**src/rtl/assert_macros.svh**
```systemverilog
// assertion macros used by awa_ctrl
// no dependencies; each file that asserts includes this header
`ifndef ASSERT_MACROS_SVH
`define ASSERT_MACROS_SVH

// property must hold on every rising clock edge outside reset
`define AWA_CHECK(name, clk, rst_n, prop) \
    name: assert property (@(posedge clk) disable iff (!rst_n) (prop)) \
        else $error("check failed");

// condition in one cycle implies a result in the next
`define AWA_CHECK_NEXT(name, clk, rst_n, cond, prop) \
    name: assert property (@(posedge clk) disable iff (!rst_n) (cond) |=> (prop)) \
        else $error("check failed");

`endif

```
**src/rtl/awa_pkg.sv**
```systemverilog
// shared types and constants of the airtime window accumulator
// no dependencies
package awa_pkg;

    localparam logic [1:0] CMD_SAMPLE = 2'd0;
    localparam logic [1:0] CMD_QUERY  = 2'd1;
    localparam logic [1:0] CMD_CLEAR  = 2'd2;

    localparam logic [15:0] SAT16 = 16'hFFFF;
    localparam logic [21:0] SAT22 = 22'h3FFFFF;
    localparam int unsigned ADDR_W = 8;

    typedef enum logic [2:0] {
        S_IDLE,
        S_ROLL,
        S_RD_HEAD,
        S_ADD,
        S_SCAN,
        S_DRAIN,
        S_DONE
    } t_state;

    typedef struct packed {
        logic              we;
        logic [ADDR_W-1:0] waddr;
        logic [15:0]       wtx;
        logic [15:0]       wrx;
        logic [ADDR_W-1:0] raddr;
        logic              clr_all;
    } t_ring_cmd;

    typedef struct packed {
        logic [15:0] tx;
        logic [15:0] rx;
    } t_ring_rd;

endpackage

```
**src/rtl/awa_ring.sv**
```systemverilog
// bucket ring storage: tx/rx memories with per-entry valid bits
// depends on awa_pkg
module awa_ring import awa_pkg::*; #(
    parameter int NUM_BUCKETS = 60
) (
    input  logic      i_clk,
    input  logic      i_rst_n,
    input  t_ring_cmd i_cmd,
    output t_ring_rd  o_rd
);

    localparam int AW = $clog2(NUM_BUCKETS);

    logic [15:0] r_mem_tx [NUM_BUCKETS];
    logic [15:0] r_mem_rx [NUM_BUCKETS];
    logic [NUM_BUCKETS-1:0] r_valid;
    logic [15:0] r_rd_tx;
    logic [15:0] r_rd_rx;
    logic        r_rd_vld;

    always_ff @(posedge i_clk) begin
        if (i_cmd.we) begin
            r_mem_tx[i_cmd.waddr[AW-1:0]] <= i_cmd.wtx;
            r_mem_rx[i_cmd.waddr[AW-1:0]] <= i_cmd.wrx;
        end
        r_rd_tx <= r_mem_tx[i_cmd.raddr[AW-1:0]];
        r_rd_rx <= r_mem_rx[i_cmd.raddr[AW-1:0]];
    end

    // never-written entries read as zero
    always_ff @(posedge i_clk) begin
        if (!i_rst_n) begin
            r_valid  <= '0;
            r_rd_vld <= 1'b0;
        end else begin
            r_rd_vld <= r_valid[i_cmd.raddr[AW-1:0]];
            if (i_cmd.clr_all) begin
                r_valid <= '0;
            end else if (i_cmd.we) begin
                r_valid[i_cmd.waddr[AW-1:0]] <= 1'b1;
            end
        end
    end

    assign o_rd.tx = r_rd_vld ? r_rd_tx : 16'd0;
    assign o_rd.rx = r_rd_vld ? r_rd_rx : 16'd0;

endmodule

```
**src/rtl/awa_ctrl.sv**
```systemverilog
// sequencer: roll, bank and scan over the ring
// depends on awa_pkg, assert_macros.svh
`include "assert_macros.svh"
module awa_ctrl import awa_pkg::*; #(
    parameter int NUM_BUCKETS = 60
) (
    input  logic        i_clk,
    input  logic        i_rst_n,
    input  logic [31:0] i_len,
    input  logic        i_start,
    input  logic [1:0]  i_cmd,
    input  logic [31:0] i_now_ms,
    input  logic [31:0] i_total_tx_ms,
    input  logic [31:0] i_total_rx_ms,
    input  logic [7:0]  i_bucket_index,
    input  logic        i_stacked_max,
    input  t_ring_rd    i_rd,
    output t_ring_cmd   o_ring,
    output logic        o_busy,
    output logic        o_valid,
    output logic [15:0] o_tx_bucket_ms,
    output logic [15:0] o_rx_bucket_ms,
    output logic [21:0] o_tx_window_ms,
    output logic [21:0] o_rx_window_ms,
    output logic [15:0] o_max_bucket_ms,
    output logic        o_history_wiped
);

    localparam int AW = $clog2(NUM_BUCKETS);
    localparam int SW = 16 + AW;
    localparam logic [AW-1:0] LAST = AW'(NUM_BUCKETS - 1);
    localparam logic [8:0] NB9 = 9'(NUM_BUCKETS);

    t_state r_state, n_state;
    logic [AW-1:0] r_head, r_cnt, r_k, r_pk;
    logic          r_base_set, r_pv, r_stk, r_wiped;
    logic [31:0]   r_begin, r_prev_tx, r_prev_rx, r_rem, r_now;
    logic [15:0]   r_dtx, r_drx, r_btx, r_brx;
    logic [7:0]    r_idx;
    logic [SW-1:0] r_txs, r_rxs;
    logic [16:0]   r_mx;

    logic          accept, step, idx_ok;
    logic [AW-1:0] head_nx, slot;
    logic [8:0]    slot_sum;
    logic [31:0]   dtx_full, drx_full;
    logic [16:0]   add_tx, add_rx, v;

    assign accept  = i_start && (r_state == S_IDLE);
    assign step    = (r_rem >= i_len);
    assign head_nx = (r_head == LAST) ? '0 : r_head + AW'(1);
    assign idx_ok  = (9'(r_idx) < NB9);
    assign slot_sum = 9'(r_head) + 9'(r_idx) + 9'd1;
    always_comb begin
        slot = AW'(slot_sum);
        if (slot_sum >= NB9) begin
            slot = AW'(slot_sum - NB9);
        end
    end

    assign dtx_full = (i_total_tx_ms >= r_prev_tx) ? i_total_tx_ms - r_prev_tx : 32'd0;
    assign drx_full = (i_total_rx_ms >= r_prev_rx) ? i_total_rx_ms - r_prev_rx : 32'd0;
    assign add_tx = 17'(i_rd.tx) + 17'(r_dtx);
    assign add_rx = 17'(i_rd.rx) + 17'(r_drx);
    assign v = r_stk ? 17'(i_rd.tx) + 17'(i_rd.rx)
                     : ((i_rd.rx > i_rd.tx) ? 17'(i_rd.rx) : 17'(i_rd.tx));

    // next state
    always_comb begin
        n_state = r_state;
        unique case (r_state)
            S_IDLE: begin
                if (accept) begin
                    if (i_cmd == CMD_SAMPLE && r_base_set) n_state = S_ROLL;
                    else n_state = S_SCAN;
                end
            end
            S_ROLL: begin
                if (step && r_cnt == LAST) n_state = S_SCAN;
                else if (!step) n_state = S_RD_HEAD;
            end
            S_RD_HEAD: n_state = S_ADD;
            S_ADD:     n_state = S_SCAN;
            S_SCAN: begin
                if (r_k == LAST) n_state = S_DRAIN;
            end
            S_DRAIN:   n_state = S_DONE;
            S_DONE:    n_state = S_IDLE;
            default:   n_state = S_IDLE;
        endcase
    end

    // ring port and handshake outputs
    always_comb begin
        o_ring = '0;
        unique case (r_state)
            S_IDLE: o_ring.clr_all = accept && (i_cmd == CMD_CLEAR);
            S_ROLL: begin
                if (step) begin
                    if (r_cnt == LAST) begin
                        o_ring.clr_all = 1'b1;
                    end else begin
                        o_ring.we    = 1'b1;
                        o_ring.waddr = ADDR_W'(head_nx);
                    end
                end
            end
            S_RD_HEAD: o_ring.raddr = ADDR_W'(r_head);
            S_ADD: begin
                o_ring.we    = 1'b1;
                o_ring.waddr = ADDR_W'(r_head);
                o_ring.wtx   = add_tx[16] ? SAT16 : add_tx[15:0];
                o_ring.wrx   = add_rx[16] ? SAT16 : add_rx[15:0];
            end
            S_SCAN: o_ring.raddr = ADDR_W'(r_k);
            default: ;
        endcase
    end

    assign o_busy  = (r_state != S_IDLE);
    assign o_valid = (r_state == S_DONE);

    always_ff @(posedge i_clk) begin
        if (!i_rst_n) begin
            r_state    <= S_IDLE;
            r_head     <= '0;
            r_base_set <= 1'b0;
            r_begin    <= '0;
            r_prev_tx  <= '0;
            r_prev_rx  <= '0;
            r_cnt      <= '0;
            r_k        <= '0;
            r_pv       <= 1'b0;
            r_wiped    <= 1'b0;
        end else begin
            r_state <= n_state;
            r_pv    <= (r_state == S_SCAN);
            r_pk    <= r_k;
            unique case (r_state)
                S_IDLE: begin
                    r_k <= '0;
                    if (accept) begin
                        r_idx   <= i_bucket_index;
                        r_stk   <= i_stacked_max;
                        r_now   <= i_now_ms;
                        r_wiped <= 1'b0;
                        r_cnt   <= '0;
                        if (i_cmd == CMD_CLEAR) begin
                            r_head     <= '0;
                            r_base_set <= 1'b0;
                            r_begin    <= '0;
                            r_prev_tx  <= '0;
                            r_prev_rx  <= '0;
                        end else if (i_cmd == CMD_SAMPLE) begin
                            r_prev_tx <= i_total_tx_ms;
                            r_prev_rx <= i_total_rx_ms;
                            if (!r_base_set) begin
                                r_base_set <= 1'b1;
                                r_begin    <= i_now_ms;
                            end else begin
                                r_rem <= i_now_ms - r_begin;
                                r_dtx <= (dtx_full > 32'(SAT16)) ? SAT16 : dtx_full[15:0];
                                r_drx <= (drx_full > 32'(SAT16)) ? SAT16 : drx_full[15:0];
                            end
                        end
                    end
                end
                S_ROLL: begin
                    if (step) begin
                        if (r_cnt == LAST) begin
                            // whole window elapsed: wipe and restart the bucket clock
                            r_head  <= '0;
                            r_begin <= r_now;
                            r_wiped <= 1'b1;
                        end else begin
                            r_rem   <= r_rem - i_len;
                            r_begin <= r_begin + i_len;
                            r_head  <= head_nx;
                            r_cnt   <= r_cnt + AW'(1);
                        end
                    end
                end
                S_SCAN: r_k <= r_k + ((r_k == LAST) ? AW'(0) : AW'(1));
                default: ;
            endcase
        end
    end

    // scan accumulators, cleared while idle; the maximum starts at one
    always_ff @(posedge i_clk) begin
        if (r_state == S_IDLE) begin
            r_txs <= '0;
            r_rxs <= '0;
            r_mx  <= 17'd1;
            r_btx <= '0;
            r_brx <= '0;
        end else if (r_pv) begin
            r_txs <= r_txs + SW'(i_rd.tx);
            r_rxs <= r_rxs + SW'(i_rd.rx);
            if (v > r_mx) r_mx <= v;
            if (idx_ok && r_pk == slot) begin
                r_btx <= i_rd.tx;
                r_brx <= i_rd.rx;
            end
        end
    end

    assign o_tx_bucket_ms  = r_btx;
    assign o_rx_bucket_ms  = r_brx;
    assign o_tx_window_ms  = (32'(r_txs) > 32'(SAT22)) ? SAT22 : 22'(r_txs);
    assign o_rx_window_ms  = (32'(r_rxs) > 32'(SAT22)) ? SAT22 : 22'(r_rxs);
    assign o_max_bucket_ms = r_mx[16] ? SAT16 : r_mx[15:0];
    assign o_history_wiped = r_wiped;

    `AWA_CHECK(a_no_clr_and_write, i_clk, i_rst_n, !(o_ring.clr_all && o_ring.we))
    `AWA_CHECK(a_head_in_range, i_clk, i_rst_n, 9'(r_head) < NB9)
    `AWA_CHECK_NEXT(a_done_to_idle, i_clk, i_rst_n, r_state == S_DONE, !o_busy)
    `AWA_CHECK_NEXT(a_wipe_resets_head, i_clk, i_rst_n,
                    r_state == S_ROLL && step && r_cnt == LAST, r_head == '0 && r_wiped)

endmodule

```
**src/rtl/airtime_window_accumulator.sv**
```systemverilog
// a sample runs the roll loop, then reads and banks the head bucket unless the window was
// wiped, then scans the ring; query, clear, the spare command and the first sample go straight to the scan.
// the roll loop advances one bucket per cycle and the scan reads one ring entry per cycle.
// a new item is taken only while idle; busy stays high until the strobe is over.
// the result strobe lasts one cycle; the receiver cannot stall.
// reset (synchronous, active low) empties the ring and sets the bucket length to 60000 ms.
module airtime_window_accumulator import awa_pkg::*; #(
    parameter int NUM_BUCKETS = 60
) (
    input  logic        i_clk,
    input  logic        i_rst_n,
    input  logic        i_cfg_valid,
    input  logic [31:0] i_cfg_data,
    output logic        o_cfg_ready,
    input  logic        start,
    output logic        busy,
    input  logic [1:0]  i_cmd,
    input  logic [31:0] i_now_ms,
    input  logic [31:0] i_total_tx_ms,
    input  logic [31:0] i_total_rx_ms,
    input  logic [7:0]  i_bucket_index,
    input  logic        i_stacked_max,
    output logic        o_valid,
    output logic [15:0] o_tx_bucket_ms,
    output logic [15:0] o_rx_bucket_ms,
    output logic [21:0] o_tx_window_ms,
    output logic [21:0] o_rx_window_ms,
    output logic [15:0] o_max_bucket_ms,
    output logic        o_history_wiped
);

    logic [31:0] r_slot_len;
    logic [31:0] len;
    t_ring_cmd   ring_cmd;
    t_ring_rd    ring_rd;

    assign o_cfg_ready = 1'b1;

    always_ff @(posedge i_clk) begin
        if (!i_rst_n) begin
            r_slot_len <= 32'd60000;
        end else if (i_cfg_valid && o_cfg_ready) begin
            r_slot_len <= i_cfg_data;
        end
    end

    // a zero length counts as one
    assign len = (r_slot_len == 32'd0) ? 32'd1 : r_slot_len;

    awa_ring #(.NUM_BUCKETS(NUM_BUCKETS)) u_ring (
        .i_clk   (i_clk),
        .i_rst_n (i_rst_n),
        .i_cmd   (ring_cmd),
        .o_rd    (ring_rd)
    );

    awa_ctrl #(.NUM_BUCKETS(NUM_BUCKETS)) u_ctrl (
        .i_clk           (i_clk),
        .i_rst_n         (i_rst_n),
        .i_len           (len),
        .i_start         (start),
        .i_cmd           (i_cmd),
        .i_now_ms        (i_now_ms),
        .i_total_tx_ms   (i_total_tx_ms),
        .i_total_rx_ms   (i_total_rx_ms),
        .i_bucket_index  (i_bucket_index),
        .i_stacked_max   (i_stacked_max),
        .i_rd            (ring_rd),
        .o_ring          (ring_cmd),
        .o_busy          (busy),
        .o_valid         (o_valid),
        .o_tx_bucket_ms  (o_tx_bucket_ms),
        .o_rx_bucket_ms  (o_rx_bucket_ms),
        .o_tx_window_ms  (o_tx_window_ms),
        .o_rx_window_ms  (o_rx_window_ms),
        .o_max_bucket_ms (o_max_bucket_ms),
        .o_history_wiped (o_history_wiped)
    );

endmodule

```
**config.mk**
```make
export PLATFORM = sky130hd
export DESIGN_NAME = airtime_window_accumulator
export DESIGN_NICKNAME = d
export VERILOG_FILES = /design/src/rtl/awa_pkg.sv /design/src/rtl/awa_ring.sv /design/src/rtl/awa_ctrl.sv /design/src/rtl/airtime_window_accumulator.sv
export VERILOG_INCLUDE_DIRS = /design/src /design/src/rtl
export SDC_FILE = /design/constraint.sdc
export NUM_CORES = 2
export LEC_CHECK = 0
export ABC_AREA = 1
export BUFFER_PORTS_ARGS = -buffer_cell sky130_fd_sc_hd__buf_2
export CORE_MARGIN = 4
export CORE_UTILIZATION = 53
export DETAILED_ROUTE_END_ITERATION = 16
export GPL_TIMING_DRIVEN = 1
export PLACE_DENSITY = 0.69
export SYNTH_ARGS = -nofsm -noshare
export SYNTH_HDL_FRONTEND = slang
export SYNTH_HIERARCHICAL = 1
export SYNTH_SLANG_ARGS = --single-unit
```
**constraint.sdc**
```tcl
create_clock -name i_clk -period 12.73 [get_ports i_clk]
set_input_delay 0 -clock i_clk [delete_from_list [all_inputs] [get_ports i_clk]]
set_output_delay 0 -clock i_clk [all_outputs]
set_load 0.005 [all_outputs]
```
; ---- Word level (Yosys, flattened, before mapping)
; Memory sizes are Yosys's and may differ from the RTL's. A register that Yosys moved wholly into a read port is not among the register bits.
; Index checks and enable logic that the tools add are counted.
[op_classes]
n_addsub = 16
multipliers = 0
div = 0
magnitude_cmp = 12
eq_ne = 23
shift = 0
mux = 67
bitwise_logic = 3
n_reduce_logical = 25
[op_table]
columns = cell, count
row1 = $mux W32, 20
row2 = $pmux W32 S2, 2
row3 = $sub A32 B32 Y32, 4
row4 = $ge A32 B32 Y1, 3
row5 = $mux W16, 6
row6 = $gt A32 B16 Y1 const B, 2
row7 = $or A60 B60 Y60, 1
row8 = $mux W6, 9
row9 = $add A16 B16 Y17, 3
row10 = $pmux W6 S2, 4
row11 = $add A22 B16 Y22, 2
row12 = $add A32 B32 Y32, 1
row13 = $logic_not A32 Y1, 1
row14 = $eq A6 B6 Y1 const B, 3
row15 = $mux W9, 2
row16 = $pmux W3 S6, 1
row17 = $pmux W9 S2, 1
row18 = $gt A17 B17 Y1, 1
row19 = $mux W17, 1
row20 = $gt A16 B16 Y1, 1
row21 = $mux W3, 5
row22 = $lt A6 B7 Y1 const B, 2
row23 = $add A6 B1 Y6 const B, 2
row24 = $mux W1, 12
row25 = 31 further kinds, 57
[word_totals]
register_bits = 417
latch_bits = 0
mem_bits_rw = 1920
romBits = 0
in_bits = 143
out_inout_bits = 96
n_memories = 2
[mem_list]
columns = name, depth, word_bits, read_ports, rd_ports_with_merged_regs, write_ports, line
row1 = u_ring.r_mem_rx, 60, 16, 1, 1, 1, awa_ring.sv:15  ; logic [15:0] r_mem_rx [NUM_BUCKETS];
row2 = u_ring.r_mem_tx, 60, 16, 1, 1, 1, awa_ring.sv:14  ; logic [15:0] r_mem_tx [NUM_BUCKETS];

; ---- Depth between registers and ports, before layout
[depth]
ltp_word = 10
depth_mapped = 30
mapped_depth_nobuf = 28

; ---- Cells and area by module
; Netlist, hierarchy kept.
[by_module_without_submodules]
columns = mod, instances, cells_each, area_per_inst_um2, seq_area_each_um2
row1 = awa_ring, 1, 6880, 80776.2, 59517.1
row2 = awa_ctrl, 1, 4356, 28731.3, 7597.3
row3 = airtime_window_accumulator, 1, 202, 1362.6, 640.6

; ---- Least setup slack after synthesis
; No wires, ideal clock.
[synth_path]
path_type = register to register
start = register r_slot_len[5]
end = register u_ctrl.r_rem[0] (enable)
setup_ns = 0.461
arrival_ns = 4.673
t_required_ns = 12.269
slack_ns = 7.596
stages_incl_launch_ff = 19
path_buffers = 0
path_cell_list = dfxtp_1 -> nor2_1 -> nand2_1 -> nor2_1 -> nand2_1 -> o21ai_1 -> ha_1 -> fa_1 -> o21ai_2 -> nand2_1 -> nand2_1 -> inv_2 -> o21ai_2 -> nand2_2 -> nand3_4 -> nor2_2 -> nor2_2 -> nand2_1 -> nor3_1
[synth_between]
elab_chain_cells = 5
[synth_rtl]
columns = element, line
row1 = from (decl), airtime_window_accumulator.sv:32  ; logic [31:0] r_slot_len;
row2 = from (signal assigned), airtime_window_accumulator.sv:43  ; r_slot_len <= i_cfg_data;
row3 = $logic_not A32 Y1, airtime_window_accumulator.sv:48  ; assign len = (r_slot_len == 32'd0) ? 32'd1 : r_slot_len;
row4 = $mux W32, airtime_window_accumulator.sv:48
row5 = net len[0], airtime_window_accumulator.sv:33  ; logic [31:0] len;
row6 = $ge A32 B32 Y1, awa_ctrl.sv:50  ; assign step = (r_rem >= i_len);
row7 = $ne A2 B1 Y1 (no line), -
row8 = $reduce_and A8 Y1 (no line), -
row9 = to (signal assigned), awa_ctrl.sv:161  ; r_rem <= i_now_ms - r_begin;
row10 = to (signal assigned), awa_ctrl.sv:176  ; r_rem <= r_rem - i_len;
row11 = to (decl), awa_ctrl.sv:37  ; logic [31:0] r_begin, r_prev_tx, r_prev_rx, r_rem, r_now;
; The timed path passes the listed nets, and every way through them passes these cells.
; A chain may end at the register's enable or synchronous reset.

==> out/metrics.yaml <==
crit_arrival_ps: 7510
drive_above_1_share_pct: 8.933
die_y_um: 465.3
cp-end-kind: "flop"
drcViolationCount: 0
vias: 86600
die-area_mm2: 0.2165
cts.htree.levels: 4
finalHoldViolations: 0
cts.clk_slew.worst_paths_ps: 60
yosys_warnings: 6
area_growth_pct: 13.97
cellLeakagePower_uw: 0.04674
place_hpwl_um: 215500
drv_cap: 0
rows: 167
track_usage_pct: 31.85
drt_first_pass_iters: 8
gp_congestion: 0.9574
critPathLaunchType: "flop"
wirelength_um: 355200
floorplan.initialDensity_pct: 53.42
cts_hold_buf: 309
clock-sinks: 2369
tightestPinTransition_ps: 1313
final_antenna_net_count: 0
wl_per_cell_um: 23.94
root_buffer: "clkbuf_16"
dp_slack_ps: 6295
irDropWorstVdd_mv: 0.1603
clockBufferDepth: 3
netlist_instances: 11430
rsz0062_at_grt: "no"
tns_ps: 0
insertion_delay_ps: 930
io_buffers: 237
required_ps: 13440
syn_area_per_cell_um2: 9.694
slew_headroom_pct: 12.24
worstHoldPathType: "input port to flop"
postCtsSetupRepairBufs: 0
hold-worst-slack_ps: 46.91
cp_max_fo: 160
setup_slack_ps: 5928
max_freq_mhz: 147.0
synth_area_mm2: 0.1108
drv_slew: 0
outcome: "completed"
syn-num-nets: 11870
fin_crit_ps: 6802
grt_pass1_vias: 82190
placed_cells_incl_taps: 14060
coreArea_mm2: 0.2075
drtIter0Drc: 10060
die_w_um: 465.3
cts_resized: 0
grt-ovfl-total: 0
antenna_found_initial: 20
worstSetupPathType: "flop to flop"
total_power_uw: 19630
powerDensity_mw_per_mm2: 155.4
cts_made_buffers: 237
pin_count: 239
final_nets: 12250
grt_pass1_wl_um: 521100
cts_tree: "built"
vias_per_cell: 5.837
grt_max_degree: 184
layoutNonFillerInstCount: 14840
finalClockSkew_ps: 99.41
setup_viol: 0
fin_crit_sh_pct: 53.43
-- worst max-delay path, stage by stage, from the launching register on --
cell,delay (ps)
dfxtp_1,370
nor2_1,320
inv_2,120
nor2_1,200
inv_1,280
o22ai_4,210
buf_12,550
buf_12,510
buf_4,750
buf_4,730
buf_4,530
nor2_1,90
nor2_1,90
o21ai_0,110
nand2_1,110
a21oi_1,140
nand2_1,150
nand3_1,410
nand2_1,460
-- path summary, 6_finish.rpt --
| check | startpoint | to | slack [ps] | cells past startpoint |
|---|---|---|---|---|
| max reg2reg | u_ctrl/r_state[1] | u_ring/r_rd_tx[5] | 5930 | 18 |
| max | u_ctrl/r_state[1] | u_ring/r_rd_tx[5] | 5930 | 18 |
| min | i_now_ms[30] | u_ctrl/r_now[30] | 50 | 2 |
| min reg2reg | u_ctrl/r_prev_tx[1] | u_ctrl/r_prev_tx[1] | 460 | 2 |
-- layout make-up --
| class | count | area [um2] |
|---|---|---|
| inverter | 880 | 3331 |
| antenna | 13 | 32.53 |
| timing repair buffer | 712 | 5653 |
| multi-input combinational | 7617 | 37930 |
| tap | 2788 | 3488 |
| sequential | 2369 | 67760 |
| fill | 16990 | 81160 |
| clock buffer | 312 | 6683 |
| clock inverter | 144 | 1454 |
-- stage by stage --
stage / util, % / cell area, um2
3_5_place_dp: 55.45 / 115100
4_1_cts: 60.86 / 126300
6_report: 60.88 / 126300
5_1_grt: 60.87 / 126300
3_3_place_gp: 55.45 / 115100
2_1_floorplan: - / 110800
-- layer usage --
layer | vias up | routed length, um | GRT usage, %
li1 | 39780 | - | -
met1 | 41870 | 138500 | 41.56
met2 | 4184 | 165500 | 51.54
met3 | 760 | 31040 | 5.628
met4 | 6 | 20050 | 15.95
met5 | - | 36 | 0
-- layout by cell type, fill, tap and decap left out, types with 37 or more instances in the layout --
cell type,n
o211ai_1,219
edfxtp_1,2031
dfxtp_1,337
nand2_1,2207
buf_2,237
buf_4,155
o21ai_0,926
dlygate4sd3_1,310
or2_2,117
xor2_1,73
nand3_1,754
nor3_1,56
clkinv_2,63
ha_1,282
a21oi_1,531
nor2_4,68
nor2_1,1824
nand4_1,46
a21o_1,38
o21ai_1,211
clkbuf_1,37
clkbuf_16,245
inv_1,846
-- registers in the layout, indices dropped and copies added (netlist names), 32 cells and up --
name,cells
r_slot_len,32
u_ctrl/r_begin,32
u_ctrl/r_now,32
u_ctrl/r_prev_rx,32
u_ctrl/r_prev_tx,32
u_ctrl/r_rem,32
u_ring/r_mem_rx,960
u_ring/r_mem_tx,960
u_ring/r_valid,60
-- where the power goes --
part / leakage [uW] / internal (uW) / total, uW / switching, uW
Combinational: 0.0238 / 1110 / 3740 / 2630
Sequential: 0.0190 / 8580 / 8730 / 146
Clock: 0.00399 / 4050 / 7160 / 3110
Note: power is estimated with default switching activity, not from simulation.
